--- src/rtl/core/trp_pkg.sv ---
// Package for the track record processor: controller states, command bundle,
// fixed-point constants, the CORDIC arctangent table and the output saturation.
// Depends on nothing; the controller, the datapath and the top level import it.
package trp_pkg;

  // Controller states.
  typedef enum logic [2:0] {
    ST_IDLE,
    ST_PREP,
    ST_INIT,
    ST_ITER,
    ST_FINISH
  } trp_state_t;

  // Commands from the controller to the datapath.
  typedef struct packed {
    logic load;    // capture the accepted input transaction
    logic prep;    // heading reduction and the first products
    logic init;    // quadrant split, CORDIC start vector, hour estimate
    logic iter;    // one CORDIC micro-rotation, plus one time-split step in the early iterations
    logic finish;  // round, rotate by quadrant, saturate, load result register
  } trp_cmd_t;

  // Arctangent table depth and its index width.
  localparam int TABLE_LEN = 24;
  localparam int TAB_IDX_W = 5;

  // Steps of the time split, run beside the CORDIC iterations.
  localparam int TS_HOUR_FIX  = 0;
  localparam int TS_MIN_MUL   = 1;
  localparam int TS_MIN_SPLIT = 2;
  localparam int TS_MIN_FIX   = 3;
  localparam int TS_SECONDS   = 4;
  localparam int TS_TRACK     = 5;

  // CORDIC gain 0.60725293500888 in Q30.
  localparam logic [29:0] GAIN_Q30 = 30'd652032874;
  localparam logic [53:0] GAIN_RND = 54'd2097152;

  // Reciprocals for the decimal split, both underestimates so that one
  // compare and subtract corrects the quotient.
  localparam logic [10:0] HOUR_RECIP = 11'd1677;   // floor(2^24 / 10000)
  localparam logic [9:0]  MIN_RECIP  = 10'd655;    // floor(2^16 / 100)

  localparam logic [17:0] TEN_THOUSAND = 18'd10000;
  localparam logic [13:0] ONE_HUNDRED  = 14'd100;
  localparam logic [17:0] SEC_PER_HOUR = 18'd3600;
  localparam logic [17:0] SEC_PER_MIN  = 18'd60;
  localparam logic [17:0] SEC_PER_DAY  = 18'd86400;

  // Heading angles in units of 1/128 degree.
  localparam logic [17:0] TWO_TURNS   = 18'd92160;
  localparam logic [17:0] THREE_TURNS = 18'd138240;
  localparam logic [17:0] ONE_TURN    = 18'd46080;
  localparam logic [15:0] QUARTER_1   = 16'd11520;
  localparam logic [15:0] QUARTER_2   = 16'd23040;
  localparam logic [15:0] QUARTER_3   = 16'd34560;

  // atan(2^-i) in degrees, scaled by 2^23 and rounded.
  function automatic logic signed [31:0] atan_deg23(input logic [TAB_IDX_W-1:0] idx);
    logic signed [31:0] val;
    unique case (idx)
      5'd0:    val = 32'sd377487360;
      5'd1:    val = 32'sd222843801;
      5'd2:    val = 32'sd117744544;
      5'd3:    val = 32'sd59768969;
      5'd4:    val = 32'sd30000467;
      5'd5:    val = 32'sd15014858;
      5'd6:    val = 32'sd7509261;
      5'd7:    val = 32'sd3754860;
      5'd8:    val = 32'sd1877459;
      5'd9:    val = 32'sd938733;
      5'd10:   val = 32'sd469367;
      5'd11:   val = 32'sd234683;
      5'd12:   val = 32'sd117342;
      5'd13:   val = 32'sd58671;
      5'd14:   val = 32'sd29335;
      5'd15:   val = 32'sd14668;
      5'd16:   val = 32'sd7334;
      5'd17:   val = 32'sd3667;
      5'd18:   val = 32'sd1833;
      5'd19:   val = 32'sd917;
      5'd20:   val = 32'sd458;
      5'd21:   val = 32'sd229;
      5'd22:   val = 32'sd115;
      5'd23:   val = 32'sd57;
      default: val = 32'sd0;
    endcase
    return val;
  endfunction

  // Clamp a rounded coordinate to the 25-bit signed output range.
  function automatic logic signed [24:0] sat_pos(input logic signed [27:0] v);
    logic signed [24:0] res;
    if (v > 28'sd16777215) begin
      res = 25'sd16777215;
    end else if (v < -28'sd16777216) begin
      res = -25'sd16777216;
    end else begin
      res = v[24:0];
    end
    return res;
  endfunction

endpackage

--- src/rtl/core/trp_if.sv ---
// Channel interfaces of the track record processor: the record input channel
// and the result channel, each with valid/ready flow control.
// Depends on nothing.
interface trp_in_if;
  logic               valid;
  logic               ready;
  logic [15:0]        track_id;
  logic [17:0]        day_clock;
  logic signed [16:0] heading_deg;
  logic [23:0]        distance;

  modport source (output valid, output track_id, output day_clock,
                  output heading_deg, output distance, input ready);
  modport sink   (input valid, input track_id, input day_clock,
                  input heading_deg, input distance, output ready);
endinterface

interface trp_out_if;
  logic               valid;
  logic               ready;
  logic [4:0]         hour_part;
  logic [5:0]         minute_part;
  logic [5:0]         second_part;
  logic signed [24:0] x_pos;
  logic signed [24:0] y_pos;
  logic [16:0]        elapsed_seconds;
  logic               same_track;
  logic               bad_time;

  modport source (output valid, output hour_part, output minute_part,
                  output second_part, output x_pos, output y_pos,
                  output elapsed_seconds, output same_track, output bad_time,
                  input ready);
  modport sink   (input valid, input hour_part, input minute_part,
                  input second_part, input x_pos, input y_pos,
                  input elapsed_seconds, input same_track, input bad_time,
                  output ready);
endinterface

--- src/rtl/core/trp_ctrl.sv ---
// Controller of the track record processor: sequences one transaction through
// the datapath and owns the result valid flag. Depends on trp_pkg.
module trp_ctrl
  import trp_pkg::*;
#(
  parameter int  CORDIC_STAGES = 16,
  localparam int CNT_W         = $clog2(CORDIC_STAGES)
) (
  input  logic             clk,
  input  logic             rst_n,
  input  logic             in_valid,
  output logic             in_ready,
  input  logic             out_ready,
  output logic             out_valid,
  output trp_cmd_t         cmd,
  output logic [CNT_W-1:0] iter_idx
);

  localparam logic [CNT_W-1:0] LAST_ITER = CNT_W'(CORDIC_STAGES - 1);

  trp_state_t       state_r, state_nxt;
  logic [CNT_W-1:0] cnt_r, cnt_nxt;
  logic             out_valid_r, out_valid_nxt;
  logic             res_load;

  always_ff @(posedge clk) begin
    if (!rst_n) begin
      state_r     <= ST_IDLE;
      cnt_r       <= '0;
      out_valid_r <= 1'b0;
    end else begin
      state_r     <= state_nxt;
      cnt_r       <= cnt_nxt;
      out_valid_r <= out_valid_nxt;
    end
  end

  // The result register can be loaded once it is empty or being drained.
  assign res_load = (state_r == ST_FINISH) && (!out_valid_r || out_ready);

  always_comb begin
    state_nxt = state_r;
    unique case (state_r)
      ST_IDLE:   if (in_valid) state_nxt = ST_PREP;
      ST_PREP:   state_nxt = ST_INIT;
      ST_INIT:   state_nxt = ST_ITER;
      ST_ITER:   if (cnt_r == LAST_ITER) state_nxt = ST_FINISH;
      ST_FINISH: if (res_load) state_nxt = ST_IDLE;
      default:   state_nxt = ST_IDLE;
    endcase
  end

  always_comb begin
    cnt_nxt = cnt_r;
    if (state_r == ST_INIT) begin
      cnt_nxt = '0;
    end else if (state_r == ST_ITER) begin
      cnt_nxt = cnt_r + 1'b1;
    end
  end

  always_comb begin
    out_valid_nxt = out_valid_r;
    if (res_load) begin
      out_valid_nxt = 1'b1;
    end else if (out_ready) begin
      out_valid_nxt = 1'b0;
    end
  end

  always_comb begin
    in_ready   = (state_r == ST_IDLE);
    cmd.load   = (state_r == ST_IDLE) && in_valid;
    cmd.prep   = (state_r == ST_PREP);
    cmd.init   = (state_r == ST_INIT);
    cmd.iter   = (state_r == ST_ITER);
    cmd.finish = res_load;
  end

  assign out_valid = out_valid_r;
  assign iter_idx  = cnt_r;

endmodule

--- src/rtl/core/trp_dp.sv ---
// Datapath of the track record processor: input registers, the iterative
// CORDIC unit, the decimal time split, the track memory and the result
// register. Driven by trp_ctrl; depends on trp_pkg.
module trp_dp
  import trp_pkg::*;
#(
  parameter int  CORDIC_STAGES = 16,
  parameter int  ID_BITS       = 16,
  localparam int CNT_W         = $clog2(CORDIC_STAGES),
  localparam int ID_W          = (ID_BITS < 16) ? ID_BITS : 16
) (
  input  logic               clk,
  input  logic               rst_n,
  input  trp_cmd_t           cmd,
  input  logic [CNT_W-1:0]   iter_idx,
  input  logic [15:0]        in_track_id,
  input  logic [17:0]        in_day_clock,
  input  logic signed [16:0] in_heading_deg,
  input  logic [23:0]        in_distance,
  output logic [4:0]         out_hour_part,
  output logic [5:0]         out_minute_part,
  output logic [5:0]         out_second_part,
  output logic signed [24:0] out_x_pos,
  output logic signed [24:0] out_y_pos,
  output logic [16:0]        out_elapsed_seconds,
  output logic               out_same_track,
  output logic               out_bad_time
);

  // Captured transaction.
  logic [ID_W-1:0]    id_r;
  logic [17:0]        t_r;
  logic signed [16:0] head_r;
  logic [23:0]        dist_r;

  // Heading and CORDIC.
  logic [15:0]        ang_r;
  logic [53:0]        xprod_r;
  logic [1:0]         quad_r, quad_nxt;
  logic signed [34:0] x_r, x_nxt;
  logic signed [34:0] y_r, y_nxt;
  logic signed [31:0] z_r, z_nxt;

  // Time split.
  logic [28:0]        tprod_r;
  logic [4:0]         hh_r;
  logic [14:0]        rem_r;
  logic [23:0]        mprod_r;
  logic [6:0]         mm_r;
  logic [7:0]         ss_r;
  logic [17:0]        now_r;
  logic               bad_r;
  logic               same_r;
  logic [16:0]        elapsed_r;

  // Track memory.
  logic [ID_W-1:0]    last_track_r;
  logic [16:0]        last_time_r;

  // Result register.
  logic [4:0]         res_hh_r;
  logic [5:0]         res_mm_r;
  logic [5:0]         res_ss_r;
  logic signed [24:0] res_x_r;
  logic signed [24:0] res_y_r;
  logic [16:0]        res_el_r;
  logic               res_same_r;
  logic               res_bad_r;

  logic signed [18:0] head_ext;
  logic [17:0]        head_sum;
  logic [17:0]        ang_red;
  logic [13:0]        ang_rem;
  logic [4:0]         hh_est;
  logic [17:0]        hh_mul;
  logic [6:0]         mm_est;
  logic [13:0]        mm_mul;
  logic signed [34:0] dx;
  logic signed [34:0] dy;
  logic signed [31:0] atan_i;
  logic signed [34:0] x_rnd;
  logic signed [34:0] y_rnd;
  logic signed [27:0] xr;
  logic signed [27:0] yr;
  logic signed [27:0] ox;
  logic signed [27:0] oy;
  logic [17:0]        elapsed_full;

  // Heading reduced modulo one turn: the biased value stays below four turns.
  always_comb begin
    head_ext = {{2{head_r[16]}}, head_r};
    head_sum = 18'(head_ext + $signed({1'b0, TWO_TURNS}));
    if (head_sum >= THREE_TURNS) begin
      ang_red = head_sum - THREE_TURNS;
    end else if (head_sum >= TWO_TURNS) begin
      ang_red = head_sum - TWO_TURNS;
    end else if (head_sum >= ONE_TURN) begin
      ang_red = head_sum - ONE_TURN;
    end else begin
      ang_red = head_sum;
    end
  end

  // Quadrant and remainder angle.
  always_comb begin
    if (ang_r >= QUARTER_3) begin
      quad_nxt = 2'd3;
      ang_rem  = 14'(ang_r - QUARTER_3);
    end else if (ang_r >= QUARTER_2) begin
      quad_nxt = 2'd2;
      ang_rem  = 14'(ang_r - QUARTER_2);
    end else if (ang_r >= QUARTER_1) begin
      quad_nxt = 2'd1;
      ang_rem  = 14'(ang_r - QUARTER_1);
    end else begin
      quad_nxt = 2'd0;
      ang_rem  = ang_r[13:0];
    end
  end

  // Hour and minute estimates from the registered reciprocal products.
  assign hh_est = tprod_r[28:24];
  assign hh_mul = 18'(hh_est) * TEN_THOUSAND;
  assign mm_est = mprod_r[22:16];
  assign mm_mul = 14'(mm_est) * ONE_HUNDRED;

  // One CORDIC micro-rotation through the two variable shifters that every iteration reuses.
  assign dx     = y_r >>> iter_idx;
  assign dy     = x_r >>> iter_idx;
  assign atan_i = atan_deg23(TAB_IDX_W'(iter_idx));

  always_comb begin
    x_nxt = x_r;
    y_nxt = y_r;
    z_nxt = z_r;
    if (cmd.init) begin
      x_nxt = $signed({3'b000, xprod_r[53:22]});
      y_nxt = '0;
      z_nxt = $signed({2'b00, ang_rem, 16'h0000});
    end else if (cmd.iter) begin
      if (!z_r[31]) begin
        x_nxt = x_r - dx;
        y_nxt = y_r + dy;
        z_nxt = z_r - atan_i;
      end else begin
        x_nxt = x_r + dx;
        y_nxt = y_r - dy;
        z_nxt = z_r + atan_i;
      end
    end
  end

  // Round half up, then rotate by the quadrant.
  always_comb begin
    x_rnd = x_r + 35'sd128;
    y_rnd = y_r + 35'sd128;
    xr    = {x_rnd[34], x_rnd[34:8]};
    yr    = {y_rnd[34], y_rnd[34:8]};
    case (quad_r)
      2'd1:    begin ox = -yr; oy = xr;  end
      2'd2:    begin ox = -xr; oy = -yr; end
      2'd3:    begin ox = yr;  oy = -xr; end
      default: begin ox = xr;  oy = yr;  end
    endcase
  end

  // Seconds since the previous record, wrapping over midnight.
  always_comb begin
    if (now_r >= 18'(last_time_r)) begin
      elapsed_full = now_r - 18'(last_time_r);
    end else begin
      elapsed_full = now_r + SEC_PER_DAY - 18'(last_time_r);
    end
  end

  always_ff @(posedge clk) begin
    if (cmd.load) begin
      id_r   <= in_track_id[ID_W-1:0];
      t_r    <= in_day_clock;
      head_r <= in_heading_deg;
      dist_r <= in_distance;
    end
    if (cmd.prep) begin
      ang_r   <= ang_red[15:0];
      xprod_r <= 54'(dist_r) * 54'(GAIN_Q30) + GAIN_RND;
      tprod_r <= 29'(t_r) * 29'(HOUR_RECIP);
    end
    if (cmd.init) begin
      quad_r <= quad_nxt;
      hh_r   <= hh_est;
      rem_r  <= 15'(t_r - hh_mul);
    end
    x_r <= x_nxt;
    y_r <= y_nxt;
    z_r <= z_nxt;
    if (cmd.iter) begin
      if (iter_idx == CNT_W'(TS_HOUR_FIX)) begin
        if (rem_r >= 15'(TEN_THOUSAND)) begin
          hh_r  <= hh_r + 5'd1;
          rem_r <= rem_r - 15'(TEN_THOUSAND);
        end
      end
      if (iter_idx == CNT_W'(TS_MIN_MUL)) begin
        mprod_r <= 24'(rem_r[13:0]) * 24'(MIN_RECIP);
      end
      if (iter_idx == CNT_W'(TS_MIN_SPLIT)) begin
        mm_r <= mm_est;
        ss_r <= 8'(rem_r[13:0] - mm_mul);
      end
      if (iter_idx == CNT_W'(TS_MIN_FIX)) begin
        if (ss_r >= 8'(ONE_HUNDRED)) begin
          mm_r <= mm_r + 7'd1;
          ss_r <= ss_r - 8'(ONE_HUNDRED);
        end
      end
      if (iter_idx == CNT_W'(TS_SECONDS)) begin
        bad_r <= (hh_r > 5'd23) || (mm_r > 7'd59) || (ss_r > 8'd59);
        now_r <= 18'(hh_r) * SEC_PER_HOUR + 18'(mm_r) * SEC_PER_MIN + 18'(ss_r);
      end
      if (iter_idx == CNT_W'(TS_TRACK)) begin
        same_r    <= (id_r == last_track_r);
        elapsed_r <= (!bad_r && (id_r == last_track_r)) ? elapsed_full[16:0] : '0;
      end
    end
    if (cmd.finish) begin
      res_hh_r   <= bad_r ? '0 : hh_r;
      res_mm_r   <= bad_r ? '0 : mm_r[5:0];
      res_ss_r   <= bad_r ? '0 : ss_r[5:0];
      res_x_r    <= sat_pos(ox);
      res_y_r    <= sat_pos(oy);
      res_el_r   <= elapsed_r;
      res_same_r <= same_r;
      res_bad_r  <= bad_r;
    end
  end

  // Track memory: updated only by well-formed times.
  always_ff @(posedge clk) begin
    if (!rst_n) begin
      last_track_r <= '0;
      last_time_r  <= '0;
    end else if (cmd.iter && (iter_idx == CNT_W'(TS_TRACK)) && !bad_r) begin
      last_track_r <= id_r;
      last_time_r  <= now_r[16:0];
    end
  end

  assign out_hour_part       = res_hh_r;
  assign out_minute_part     = res_mm_r;
  assign out_second_part     = res_ss_r;
  assign out_x_pos           = res_x_r;
  assign out_y_pos           = res_y_r;
  assign out_elapsed_seconds = res_el_r;
  assign out_same_track      = res_same_r;
  assign out_bad_time        = res_bad_r;

endmodule

--- src/rtl/core/track_record_processor_unit.sv ---
// Top level of the track record processor: joins the controller and the
// datapath to the record and result channels. Depends on trp_pkg, trp_if,
// trp_ctrl and trp_dp.
//
// Each input transaction is one tracking record (track id, decimal hhmmss
// time, heading in 1/128 degree, distance in 1/256) and yields exactly one
// result transaction: the hours, minutes and seconds of the time, the x and y
// position from a gain-compensated CORDIC rotation, the seconds elapsed since
// the previous record of the same track, a same-track flag and a malformed
// time flag. A record passes from acceptance through the PREP and
// INIT steps, the iterations of the single CORDIC rotation unit that
// the datapath steps through one micro-rotation per cycle, and the
// FINISH step that loads the result register; the decimal time split
// runs in the first six of those iterations. The block takes one
// record at a time and is ready again in the cycle after the result
// is loaded. The result sits in an output register, so a new record is
// accepted while the previous result waits to be taken; a result that
// is not taken holds the next one in the final step. The block keeps the
// last track id and the last record time, both zero after reset, so track id
// zero matches right after reset and measures time from midnight. A record
// whose time is malformed (hours above 23, minutes or seconds above 59)
// reports zero time fields and zero elapsed seconds, leaves the stored track
// untouched, and still reports the position and the same-track flag. Times
// earlier than the stored one wrap over midnight. Headings beyond a full turn
// are reduced modulo 360 degrees, and positions saturate to the 25-bit
// signed range. Only the low ID_BITS bits of the track id take part in the
// match. Reset is synchronous and active low.
module track_record_processor_unit
  import trp_pkg::*;
#(
  parameter int CORDIC_STAGES = 16,
  parameter int ID_BITS       = 16
) (
  input  logic clk,
  input  logic rst_n,
  trp_in_if.sink    in_rec,
  trp_out_if.source out_res
);

  localparam int CNT_W = $clog2(CORDIC_STAGES);

  trp_cmd_t         cmd;
  logic [CNT_W-1:0] iter_idx;

  // Sequencing and result flow control.
  trp_ctrl #(
    .CORDIC_STAGES (CORDIC_STAGES)
  ) u_ctrl (
    .clk       (clk),
    .rst_n     (rst_n),
    .in_valid  (in_rec.valid),
    .in_ready  (in_rec.ready),
    .out_ready (out_res.ready),
    .out_valid (out_res.valid),
    .cmd       (cmd),
    .iter_idx  (iter_idx)
  );

  // Arithmetic, track memory and result register.
  trp_dp #(
    .CORDIC_STAGES (CORDIC_STAGES),
    .ID_BITS       (ID_BITS)
  ) u_dp (
    .clk                 (clk),
    .rst_n               (rst_n),
    .cmd                 (cmd),
    .iter_idx            (iter_idx),
    .in_track_id         (in_rec.track_id),
    .in_day_clock        (in_rec.day_clock),
    .in_heading_deg      (in_rec.heading_deg),
    .in_distance         (in_rec.distance),
    .out_hour_part       (out_res.hour_part),
    .out_minute_part     (out_res.minute_part),
    .out_second_part     (out_res.second_part),
    .out_x_pos           (out_res.x_pos),
    .out_y_pos           (out_res.y_pos),
    .out_elapsed_seconds (out_res.elapsed_seconds),
    .out_same_track      (out_res.same_track),
    .out_bad_time        (out_res.bad_time)
  );

endmodule

--- src/flat_wrapper.sv ---
// flat-port wrapper written by rule: the top's interface ports become plain ports
module track_record_processor_unit_flat import trp_pkg::*;
#(
  parameter int CORDIC_STAGES = 16,
  parameter int ID_BITS       = 16
)
  (clk, rst_n, in_rec_valid, in_rec_track_id, in_rec_day_clock, in_rec_heading_deg, in_rec_distance, in_rec_ready, out_res_valid, out_res_hour_part, out_res_minute_part, out_res_second_part, out_res_x_pos, out_res_y_pos, out_res_elapsed_seconds, out_res_same_track, out_res_bad_time, out_res_ready);
  trp_in_if in_rec_i ();
  trp_out_if out_res_i ();
  input  logic clk;
  input  logic rst_n;
  input wire logic [$bits(in_rec_i.valid)-1:0] in_rec_valid;
  input wire logic [$bits(in_rec_i.track_id)-1:0] in_rec_track_id;
  input wire logic [$bits(in_rec_i.day_clock)-1:0] in_rec_day_clock;
  input wire logic [$bits(in_rec_i.heading_deg)-1:0] in_rec_heading_deg;
  input wire logic [$bits(in_rec_i.distance)-1:0] in_rec_distance;
  output wire logic [$bits(in_rec_i.ready)-1:0] in_rec_ready;
  output wire logic [$bits(out_res_i.valid)-1:0] out_res_valid;
  output wire logic [$bits(out_res_i.hour_part)-1:0] out_res_hour_part;
  output wire logic [$bits(out_res_i.minute_part)-1:0] out_res_minute_part;
  output wire logic [$bits(out_res_i.second_part)-1:0] out_res_second_part;
  output wire logic [$bits(out_res_i.x_pos)-1:0] out_res_x_pos;
  output wire logic [$bits(out_res_i.y_pos)-1:0] out_res_y_pos;
  output wire logic [$bits(out_res_i.elapsed_seconds)-1:0] out_res_elapsed_seconds;
  output wire logic [$bits(out_res_i.same_track)-1:0] out_res_same_track;
  output wire logic [$bits(out_res_i.bad_time)-1:0] out_res_bad_time;
  input wire logic [$bits(out_res_i.ready)-1:0] out_res_ready;
  assign in_rec_i.valid = in_rec_valid;
  assign in_rec_i.track_id = in_rec_track_id;
  assign in_rec_i.day_clock = in_rec_day_clock;
  assign in_rec_i.heading_deg = in_rec_heading_deg;
  assign in_rec_i.distance = in_rec_distance;
  assign in_rec_ready = in_rec_i.ready;
  assign out_res_valid = out_res_i.valid;
  assign out_res_hour_part = out_res_i.hour_part;
  assign out_res_minute_part = out_res_i.minute_part;
  assign out_res_second_part = out_res_i.second_part;
  assign out_res_x_pos = out_res_i.x_pos;
  assign out_res_y_pos = out_res_i.y_pos;
  assign out_res_elapsed_seconds = out_res_i.elapsed_seconds;
  assign out_res_same_track = out_res_i.same_track;
  assign out_res_bad_time = out_res_i.bad_time;
  assign out_res_i.ready = out_res_ready;
  track_record_processor_unit #(.CORDIC_STAGES(CORDIC_STAGES), .ID_BITS(ID_BITS)) u_core (.clk(clk), .rst_n(rst_n), .in_rec(in_rec_i), .out_res(out_res_i));
endmodule
--- config.mk ---
export PLATFORM = sky130hd
export DESIGN_NAME = track_record_processor_unit_flat
export DESIGN_NICKNAME = d
export VERILOG_FILES = /design/src/rtl/core/trp_pkg.sv /design/src/rtl/core/trp_if.sv /design/src/rtl/core/trp_ctrl.sv /design/src/rtl/core/trp_dp.sv /design/src/rtl/core/track_record_processor_unit.sv /design/src/flat_wrapper.sv
export SDC_FILE = /design/constraint.sdc
export NUM_CORES = 2
export LEC_CHECK = 0
export BUFFER_PORTS_ARGS = -buffer_cell sky130_fd_sc_hd__buf_2
export CELL_PAD_IN_SITES_DETAIL_PLACEMENT = 1
export CELL_PAD_IN_SITES_GLOBAL_PLACEMENT = 2
export CORE_AREA = 8 8 357 359
export DETAILED_ROUTE_END_ITERATION = 8
export DIE_AREA = 0 0 365 367
export PLACE_DENSITY_LB_ADDON = 0.08
export SLEW_MARGIN = 20
export SYNTH_ARGS = -nofsm -noshare
export SYNTH_HDL_FRONTEND = slang
export SYNTH_HIERARCHICAL = 1
export SYNTH_SLANG_ARGS = --single-unit
--- constraint.sdc ---
create_clock -name clk -period 23 [get_ports clk]
set_clock_uncertainty 0.1 [all_clocks]
set_input_delay 4.6 -clock clk [delete_from_list [all_inputs] [get_ports clk]]
set_output_delay 4.6 -clock clk [all_outputs]
set_load 0.02 [all_outputs]
==> results.sh <==
export IMPL_outcome="complete, no violations"
export IMPL_rr_worst_depth=22
export IMPL_cp_num_cells=22
export IMPL_startpoint="u_core/u_dp/dist_r[10]"
export IMPL_crit_family="adder cells"
export IMPL_clock_sinks=438
export IMPL_synth_top_area_share_pct=18.0
export IMPL_routed_via_density=5.57
export IMPL_ys_types=103
export IMPL_drtIter0Drc=2041
export IMPL_worstHoldEndpoint="u_core/u_dp/out_elapsed_seconds[0]"
export IMPL_hold_buffers=0
export IMPL_path_buf_inv=2
export IMPL_ctsResizeCount=0
export IMPL_core_area_um2=121000
export IMPL_rows=128
export IMPL_cts_tree="built"
export IMPL_hold_path_class="flop to flop"
export IMPL_grtUsageMet3_pct=2.16
export IMPL_end_kind="flop"
export IMPL_worstReg2RegEnd="u_core/u_dp/xprod_r[53]"
export IMPL_diodes=0
export IMPL_finalSetupViolCount=0
export IMPL_rsz0062_at_grt="false"
export IMPL_rrSetupSlack_ns=13.79
export IMPL_vias=41800
export IMPL_synthTopCellsByArea="edfxtp_1 (18%), ha_1 (16%), fa_1 (15%)"
export IMPL_synth_main_ff_cell="edfxtp_1"
export IMPL_tightest_slew_ns=1.11
export IMPL_finalWirelength_mm=163
export IMPL_post_cts_setup_buffer_count=0
export IMPL_ys_seq_elements=438
export IMPL_grt_util_met1_pct=32.8
export IMPL_clk_pin_slew_worst_paths_ns=0.06
export IMPL_ios=167
export IMPL_yosys_top_cells_count="inv_1 (798), ha_1 (705), fa_1 (419)"
export IMPL_cap_violations=0
export IMPL_dr_pass1_iters=5
export IMPL_fp_dieW_um=365
export IMPL_ant_nets=0
export IMPL_cts_buffers=56
export IMPL_detail_route_wl_per_cell_um=21.7
export IMPL_grt_pass1_vias=44700
export IMPL_grt_pass1_wl_mm=257
export IMPL_start_util_pct=44.8
export IMPL_antenna_found_initial=1
export IMPL_drc_errors=0
export IMPL_fillers=13900
export IMPL_path_max_fanout=8
export IMPL_startpoint_type="flop"
export IMPL_rr_startpoint="u_core/u_dp/dist_r[10]"
export IMPL_syn_nets=6991
export IMPL_synth_cells=5788
export IMPL_busiest_layer="met2"
export IMPL_cts_buffer_depth=3
export IMPL_synth_area_um2=54400
export IMPL_grt_max_degree=105
export IMPL_crit_required_ns=23.30
export IMPL_nets=7038
export IMPL_cp_cell_sequence="fa_1 -> fa_1 -> fa_1 -> fa_1 -> fa_1 -> fa_1 -> inv_1 -> fa_1 -> inv_1 -> ha_1 -> nand2_1 -> nor3_1 -> a21bo_2 -> a211oi_1 -> and4_1 -> nand4bb_1 -> nor4_1 -> or4b_2 -> nor4_2 -> a21o_1 -> o2111ai_1 -> xnor2_1"
export IMPL_hp_start="u_core/u_dp/elapsed_r[0]"
export IMPL_clock_fmax_mhz=109
export IMPL_cts_root_buf="clkbuf_16"
export IMPL_synth_seq_area_share_pct=22.1
export IMPL_dp_hpwl_mm=133
export IMPL_cpMostUsedCell="fa_1"
export IMPL_fin_crit_sh_pct=40.0
export IMPL_slowest_delay_ns=0.72
export IMPL_seq_area_um2=12000
export IMPL_drive_gt1_share_pct=8.50
export IMPL_multi_input_area_um2=38400
export IMPL_crit_arrival_ns=9.51
export IMPL_min_period_ns=9.21
export IMPL_die_height_um=367
export IMPL_grt_usage_pct=24.0
export IMPL_syn_area_per_cell_um2=9.39
export IMPL_ys_warn_count=6
export IMPL_hold_viol=0
export IMPL_port_buffers=166
export IMPL_critical_path_class="flop to flop"
export IMPL_dieArea_um2=134000
export IMPL_relSlewSlack_pct=26.1
export IMPL_grt_overflow=0
export IMPL_gpl_final_weighted_congestion=0.935
export IMPL_synth_most_common_cell="inv_1"
export IMPL_synth_edf_count=325
export IMPL_slew_violations=0
export IMPL_async_flop_share_pct=0
export IMPL_syn_to_final_growth_pct=7.85
export IMPL_synth_top_area_cell="edfxtp_1"
export IMPL_grt_util_met2_pct=41.0
export IMPL_critical_path_slowest_cell="or4b_2"
export IMPL_timing_setup_tns_ns=0
export IMPL_clock_latency_ns=0.68
export IMPL_h_tree_depth=2
export IMPL_hold_path_cell_count=0
[registers in the layout, summed over array words and instances (netlist names), 6 cells and up]
name / flops
u_core/u_dp/rem_r: 15
u_core/u_dp/out_x_pos: 25
u_core/u_dp/z_r: 32
u_core/u_dp/now_r: 18
u_core/u_dp/x_r: 35
u_core/u_dp/elapsed_r: 17
u_core/u_dp/dist_r: 24
u_core/u_dp/out_elapsed_seconds: 17
u_core/u_dp/id_r: 16
u_core/u_dp/out_minute_part: 6
u_core/u_dp/out_y_pos: 25
u_core/u_dp/last_track_r: 16
u_core/u_dp/mm_r: 7
u_core/u_dp/xprod_r: 32
u_core/u_dp/head_r: 17
u_core/u_dp/y_r: 35
u_core/u_dp/ang_r: 16
u_core/u_dp/out_second_part: 6
u_core/u_dp/ss_r: 8
u_core/u_dp/t_r: 18
u_core/u_dp/last_time_r: 17
u_core/u_dp/mprod_r: 7
[final cells by class]
class / count / share of cell area (%)
Clock buffer: 72 / 2.67
Clock inverter: 30 / 0.583
Inverter: 803 / 5.14
Multi-Input combinational cell: 4323 / 65.6
Sequential cell: 438 / 20.5
Tap cell: 1625 / 3.47
Timing Repair Buffer: 213 / 2.03
[placed cells by master (no fill, tap or decap), drive strengths merged, types with 26 or more instances in the layout]
cell type  Yosys  layout
inv          802     805
ha           705     705
fa           419     419
nand2        411     411
nor2         395     395
a21oi        344     344
edfxtp       325     325
xnor2        311     311
o21ai        291     291
buf           61     213
xor2         155     155
dfxtp        113     113
nand3        100     100
a21o          97      97
mux2i         94      94
mux4          92      92
nor3          85      85
clkbuf       163      72
nand4         57      57
a31oi         56      56
nand2b        53      53
nor2b         48      48
a21boi        42      42
a211oi        41      41
and2          38      38
o21a          37      37
o21bai        34      34
and3          32      32
mux2          30      30
o211ai        30      30
o31ai         30      30
nor4          28      28
or3           26      26
[worst register-to-register path: cells and delay by family, from the launching register on]
family,cells,cell delay (ns)
XOR/XNOR,1,0.15
AO/OA/AOI/OAI,4,1.00
AND/OR/NAND/NOR,7,2.72
adder cells (fa/ha/maj),8,4.25
flip-flops,1,0.62
buffers and inverters,2,0.12
[metrics by stage]
| stage | worst slack [ns] | instances | hold WS [ns] | utilization, % | instance area, um^2 |
|---|---|---|---|---|---|
| CTS | 13.74 | 7504 | 0.321 | 48.3 | 58600 |
| floorplan | 12.06 | 5788 | 0.300 | - | 54400 |
| finish | 13.79 | 7504 | 0.319 | 48.3 | 58600 |
| global route | 13.25 | 7504 | 0.324 | 48.3 | 58600 |
| detailed placement | 13.75 | 7402 | 0.305 | 46.7 | 56700 |
| global placement | 13.79 | 7402 | 0.301 | 46.7 | 56700 |
[worst max-delay path by stage]
stage | slack [ns] | to
after floorplan | 12.06 | u_core/u_dp/dist_r[0]
after global placement | 13.79 | u_core/u_dp/xprod_r[53]
after detailed placement | 13.75 | u_core/u_dp/xprod_r[53]
after CTS | 13.74 | u_core/u_dp/xprod_r[53]
after global routing | 13.25 | u_core/u_dp/xprod_r[53]
final | 13.79 | u_core/u_dp/xprod_r[53]
[metal layers]
metal	wire length [um]	part of all wire, %
met1	76500	47
met2	77500	48
met5	0	0
met4	4140	2.5
met3	4980	3.1
[cells by family (layout without fill, tap and decap cells)]
logic type | Yosys count | after routing | share of synthesized area, %
XOR/XNOR | 466 | 466 | 7.51
flip-flops | 438 | 438 | 22.1
buffers and inverters | 1027 | 1118 | 7.28
adder cells (fa/ha/maj) | 1124 | 1124 | 31.7
multiplexers | 216 | 216 | 6.16
AND/OR/NAND/NOR | 1361 | 1361 | 11.9
AO/OA/AOI/OAI | 1156 | 1156 | 13.4
Power is left out: the tool's default activity adds up to more than one toggle a clock period on the data nets, which glitch-free logic cannot reach.
